--- config.mk ---
export PLATFORM = sky130hd
export DESIGN_NAME = coaf_front
export DESIGN_NICKNAME = d
export VERILOG_FILES = /design/src/hw/rtl/assert_macros.svh /design/src/hw/rtl/coaf_pkg.sv /design/src/hw/rtl/coaf_front.sv
export SDC_FILE = /design/constraint.sdc
export NUM_CORES = 2
export LEC_CHECK = 0
export BUFFER_PORTS_ARGS = -buffer_cell sky130_fd_sc_hd__buf_2
export CAP_MARGIN = 20
export CORE_UTILIZATION = 25
export CTS_CLUSTER_DIAMETER = 200
export CTS_CLUSTER_SIZE = 25
export DETAILED_ROUTE_END_ITERATION = 10
export SLEW_MARGIN = 5
export SYNTH_ARGS = -nofsm -noshare
export SYNTH_HDL_FRONTEND = slang
export SYNTH_SLANG_ARGS = --single-unit
--- constraint.sdc ---
create_clock -name i_clk -period 10.1 [get_ports i_clk]
set_input_delay 1.515 -clock i_clk [delete_from_list [all_inputs] [get_ports i_clk]]
set_output_delay 1.515 -clock i_clk [all_outputs]
set_load 0.005 [all_outputs]
--- src/hw/rtl/assert_macros.svh ---
// assertion macros shared by the rtl
`ifndef ASSERT_MACROS_SVH
`define ASSERT_MACROS_SVH

// property must hold on every rising clock edge outside reset
`define ASSERT_CLK(label, clk, rst_n, prop, msg) \
    label: assert property (@(posedge clk) disable iff (!rst_n) (prop)) else $error(msg);

// implication, checked on the following clock edge
`define ASSERT_NEXT(label, clk, rst_n, ante, cons, msg) \
    label: assert property (@(posedge clk) disable iff (!rst_n) (ante) |=> (cons)) \
        else $error(msg);

`endif

--- src/hw/rtl/coaf_pkg.sv ---
// shared types and constants for the circle overlap arc fraction block
`timescale 1ns / 1ps
package coaf_pkg;
    localparam int CORDIC_STEPS = 30;
    localparam int ANGLE_W      = 32;
    localparam int FRAC_W       = 17;
    localparam logic [16:0] FRACTION_ONE = 17'd65536;
    localparam logic [15:0] BARREL_RESET = 16'd2560;

    typedef enum logic [1:0] {
        CASE_CROSS   = 2'd0,
        CASE_DISJ    = 2'd1,
        CASE_BARREL  = 2'd2,
        CASE_INSIDE  = 2'd3
    } t_case;

    // atan(2^-i), pi/2 = 2^30
    function automatic logic [31:0] atan_lut(input logic [4:0] i);
        logic [31:0] v;
        begin
            case (i)
                5'd0:  v = 32'h20000000;  5'd1:  v = 32'h12E4051D;
                5'd2:  v = 32'h09FB385B;  5'd3:  v = 32'h051111D4;
                5'd4:  v = 32'h028B0D43;  5'd5:  v = 32'h0145D7E1;
                5'd6:  v = 32'h00A2F61E;  5'd7:  v = 32'h00517C55;
                5'd8:  v = 32'h0028BE53;  5'd9:  v = 32'h00145F2E;
                5'd10: v = 32'h000A2F98;  5'd11: v = 32'h000517CC;
                5'd12: v = 32'h00028BE6;  5'd13: v = 32'h000145F3;
                5'd14: v = 32'h0000A2F9;  5'd15: v = 32'h0000517C;
                5'd16: v = 32'h000028BE;  5'd17: v = 32'h0000145F;
                5'd18: v = 32'h00000A2F;  5'd19: v = 32'h00000517;
                5'd20: v = 32'h0000028B;  5'd21: v = 32'h00000145;
                5'd22: v = 32'h000000A2;  5'd23: v = 32'h00000051;
                5'd24: v = 32'h00000028;  5'd25: v = 32'h00000014;
                5'd26: v = 32'h0000000A;  5'd27: v = 32'h00000005;
                5'd28: v = 32'h00000002;  5'd29: v = 32'h00000001;
                default: v = 32'h0;
            endcase
            atan_lut = v;
        end
    endfunction
endpackage

--- src/hw/rtl/coaf_front.sv ---
// case classification, side terms and products
`timescale 1ns / 1ps
module coaf_front #(
    parameter int LB = 16,
    parameter int PS = 0,
    parameter int PW = 60
) (
    input  logic          i_clk,
    input  logic          i_rst_n,
    input  logic          i_valid,
    input  logic [LB-1:0] i_d,
    input  logic [LB-1:0] i_r,
    input  logic [LB-1:0] i_big_r,
    output logic          o_valid,
    output logic [1:0]    o_code,
    output logic          o_zero,
    output logic [PW-1:0] o_ab,
    output logic [PW-1:0] o_ce
);
    localparam int SW  = LB + 2;
    localparam int TW  = SW - PS;
    localparam int TW2 = 2 * TW;

    logic [SW-1:0] d, r, br;
    logic [SW-1:0] a_raw, b_raw, c_raw, e_raw, rnd;
    logic [1:0]    n_code;
    logic          n_cross;

    logic          r_v1, r_v2;
    logic [1:0]    r_code1, r_code2;
    logic          r_cross1;
    logic [TW-1:0] r_a, r_b, r_c, r_e;
    logic          r_zero2;
    logic [PW-1:0] r_ab, r_ce;

    assign d   = SW'(i_d);
    assign r   = SW'(i_r);
    assign br  = SW'(i_big_r);
    assign rnd = SW'((64'd1 << PS) - 64'd1);

    always_comb begin
        n_cross = 1'b0;
        if (d > br + r)        n_code = coaf_pkg::CASE_DISJ;
        else if (r > br + d)   n_code = coaf_pkg::CASE_BARREL;
        else if (br >= r + d)  n_code = coaf_pkg::CASE_INSIDE;
        else begin
            n_code  = coaf_pkg::CASE_CROSS;
            n_cross = 1'b1;
        end
        a_raw = br + r - d;
        b_raw = br + d - r;
        c_raw = d + r - br;
        e_raw = d + r + br;
    end

    always_ff @(posedge i_clk) begin
        if (!i_rst_n) begin
            r_v1 <= 1'b0;
            r_v2 <= 1'b0;
        end else begin
            r_v1 <= i_valid;
            r_v2 <= r_v1;
        end
        r_code1  <= n_code;
        r_cross1 <= n_cross;
        r_a <= TW'((a_raw + rnd) >> PS);
        r_b <= TW'((b_raw + rnd) >> PS);
        r_c <= TW'((c_raw + rnd) >> PS);
        r_e <= TW'((e_raw + rnd) >> PS);
        r_code2 <= r_code1;
        r_zero2 <= !r_cross1 || (r_a == '0) || (r_b == '0);
        r_ab <= PW'(TW2'(r_a) * TW2'(r_b));
        r_ce <= PW'(TW2'(r_c) * TW2'(r_e));
    end

    assign o_valid = r_v2;
    assign o_code  = r_code2;
    assign o_zero  = r_zero2;
    assign o_ab    = r_ab;
    assign o_ce    = r_ce;
endmodule

==> impl_metrics.env <==
export IMPL_wl_um=76200
export IMPL_cts_tree="done"
export IMPL_coreArea_sq_um=120000
export IMPL_die_h_um=350
export IMPL_timing_fmax_ghz=0.145
export IMPL_grt_max_degree=36
export IMPL_num_rows=127
export IMPL_finalNetCount=4412
export IMPL_cts_made_buffers=17
export IMPL_yosys_mux_area_fraction=0.000662
export IMPL_synth_top_cell_area_share=0.343
export IMPL_cts_setup_buffers=0
export IMPL_fp_dieArea_sq_um=122000
export IMPL_slew_headroom=0.362
export IMPL_worstMarginPinSlew_ns=0.955
export IMPL_postCtsHoldBufs=0
export IMPL_insertion_delay_ns=0.53
export IMPL_seq_area_frac_synth=0.0999
export IMPL_synth_area_per_cell_sq_um=8.76
export IMPL_antenna_found_initial=45
export IMPL_die_x_um=350
export IMPL_drt_initial_drc_count=1182
export IMPL_via_per_inst=4.39
export IMPL_synth_xor_area_share=0.0452
export IMPL_finalCriticalPeriod_ns=6.88
export IMPL_cts_max_path_buffers=2
export IMPL_synth_seq_cells=151
export IMPL_grt_overflow=0
export IMPL_yosys_area_share_simple=0.156
export IMPL_cp_end_kind="flip-flop"
export IMPL_yosysUniqueCellTypes=75
export IMPL_start_kind="flip-flop"
export IMPL_fin_tns_setup_ns=0
export IMPL_grt_pass1_wl_um=124000
export IMPL_crit_arrival_ns=7.29
export IMPL_wl_per_cell_um=14.9
export IMPL_final_cell_area_sq_um=32900
export IMPL_track_usage=0.130
export IMPL_max_cap_violations=0
export IMPL_synth_edf_count=0
export IMPL_synthFlopType="dfxtp_1"
export IMPL_cts_repair_resized=0
export IMPL_ys_top_cells_by_area="fa_1, ha_1, dfxtp_1, inv_1, and2_1"
export IMPL_setup_viol=0
export IMPL_htreeDepth=4
export IMPL_ctsRootBufferMaster="clkbuf_16"
export IMPL_yosys_area_top_type="fa_1"
export IMPL_async_flop_share=0
export IMPL_critPathRequiredTime_ns=10.51
export IMPL_synth_top_family_by_area="adder cells"
export IMPL_place_gp_congestion=0.866
export IMPL_num_io_pins=175
export IMPL_synthAdderAreaFrac=0.494
export IMPL_rsz0062_at_grt="false"
export IMPL_numPortBuffers=126
export IMPL_drive_gt1_frac=0.0556
export IMPL_drtAntennaViolNets=0
export IMPL_slew_viol_final=0
export IMPL_drt_first_pass_iters=5
export IMPL_cp_max_fo=19
export IMPL_synth_common_cells="inv_1, fa_1, nand2_1"
export IMPL_syn2layout_area_growth_pct=8.66
export IMPL_crit_type="reg -> reg"
export IMPL_yosys_warnings=0
export IMPL_timing_final_crit_share=0.681
export IMPL_yosysMostFrequentCell="inv_1"
export IMPL_place_area_sq_um=32300
export IMPL_vias=22400
export IMPL_synth_compound_gate_area_share=0.0873
export IMPL_dpl_hpwl_um=62200
export IMPL_netlist_instances=3453
export IMPL_finClkSkew_ns=0.0148
export IMPL_hold_viol=0
export IMPL_worstHoldPathType="reg -> reg"
export IMPL_netlist_area_sq_um=30300
export IMPL_start_util=0.252
export IMPL_clk_pin_slew_worst_paths_ns=0.07
export IMPL_cts_num_sinks=151
export IMPL_status="finished, final reports clean"
export IMPL_drc_errors=0
export IMPL_first_global_vias=23200
==> cells in the final DEF (no fill, tap or decap), drive strengths merged, types with 22 or more instances in the layout <==
cell type and n:
dfxtp 151, nand3 29, ha 364, buf 132, o21ai 71, xnor2 107
conb 48, a21o 71, and2 283, inv 719, nor3 28, fa 519
xor2 49, nand2 433, nor2 87, nor2b 22, a21oi 127
==> per-layer routing <==
layer	up-vias	global-route usage	wire, um
met5	-	0	243
met4	40	0.0385	1600
met3	117	0.0410	6530
met2	587	0.206	34300
met1	11100	0.169	33500
li1	10500	-	-
==> layout make-up <==
class                           count  area, sq um
Fill cell                       12800        87100
Multi-Input combinational cell   2457        23900
Timing Repair Buffer              132          676
Clock buffer                       19          443
Sequential cell                   151         3020
Antenna cell                        5         12.5
Clock inverter                     12          130
Inverter                          719         2700
Tap cell                         1612         2020
==> path summary, 6_finish.rpt <==
| path | from | endpoint | slack [ns] | cells after the start |
|---|---|---|---|---|
| worst min-delay path | r_code1[1] | o_code[1] | 0.33 | 0 |
| worst max register to register | r_b[9] | o_ab[35] | 3.22 | 19 |
| worst max-delay path | r_b[9] | o_ab[35] | 3.22 | 19 |
| worst min register to register | r_code1[1] | o_code[1] | 0.33 | 0 |
==> flip-flops by register name, summed over array words and instances, names as in the netlist <==
name      cells
o_zero        1
r_cross1      1
o_ab         36
r_b          18
o_code        2
o_valid       1
r_a          18
r_c          18
r_e          17
r_v1          1
r_code1       2
o_ce         36
==> stage by stage <==
stage,std cells,utilization,hold WS (ns),worst slack [ns]
floorplan,3500,-,0.310,4.09
global placement,5071,0.269,0.315,3.22
detailed placement,5071,0.269,0.316,3.19
CTS,5102,0.274,0.331,3.15
global route,5102,0.274,0.332,2.81
finish,5107,0.274,0.328,3.22
==> worst max-delay path, stage by stage (launching register included) <==
cell,delay [ns]
dfxtp_1,0.89
nand2_1,0.18
fa_1,0.58
inv_1,0.05
fa_1,0.48
fa_1,0.58
fa_1,0.43
fa_1,0.51
inv_1,0.05
fa_1,0.48
inv_1,0.04
ha_1,0.42
and4_1,0.31
nand4_1,0.15
or2_2,0.31
o22ai_1,0.37
nor3_2,0.15
o31ai_1,0.49
a221oi_2,0.12
xnor2_1,0.16
==> cells by family after synthesis <==
| logic type | after synthesis |
|---|---|
| simple gates | 967 |
| buf+inv | 892 |
| fa+ha+maj | 883 |
| compound gates | 401 |
| xor+xnor | 156 |
| flops | 151 |
| mux | 2 |
| other cells | 1 |
Power is not shown: default switching activity piles up to over one toggle a cycle in this logic, so the estimate is an artifact.
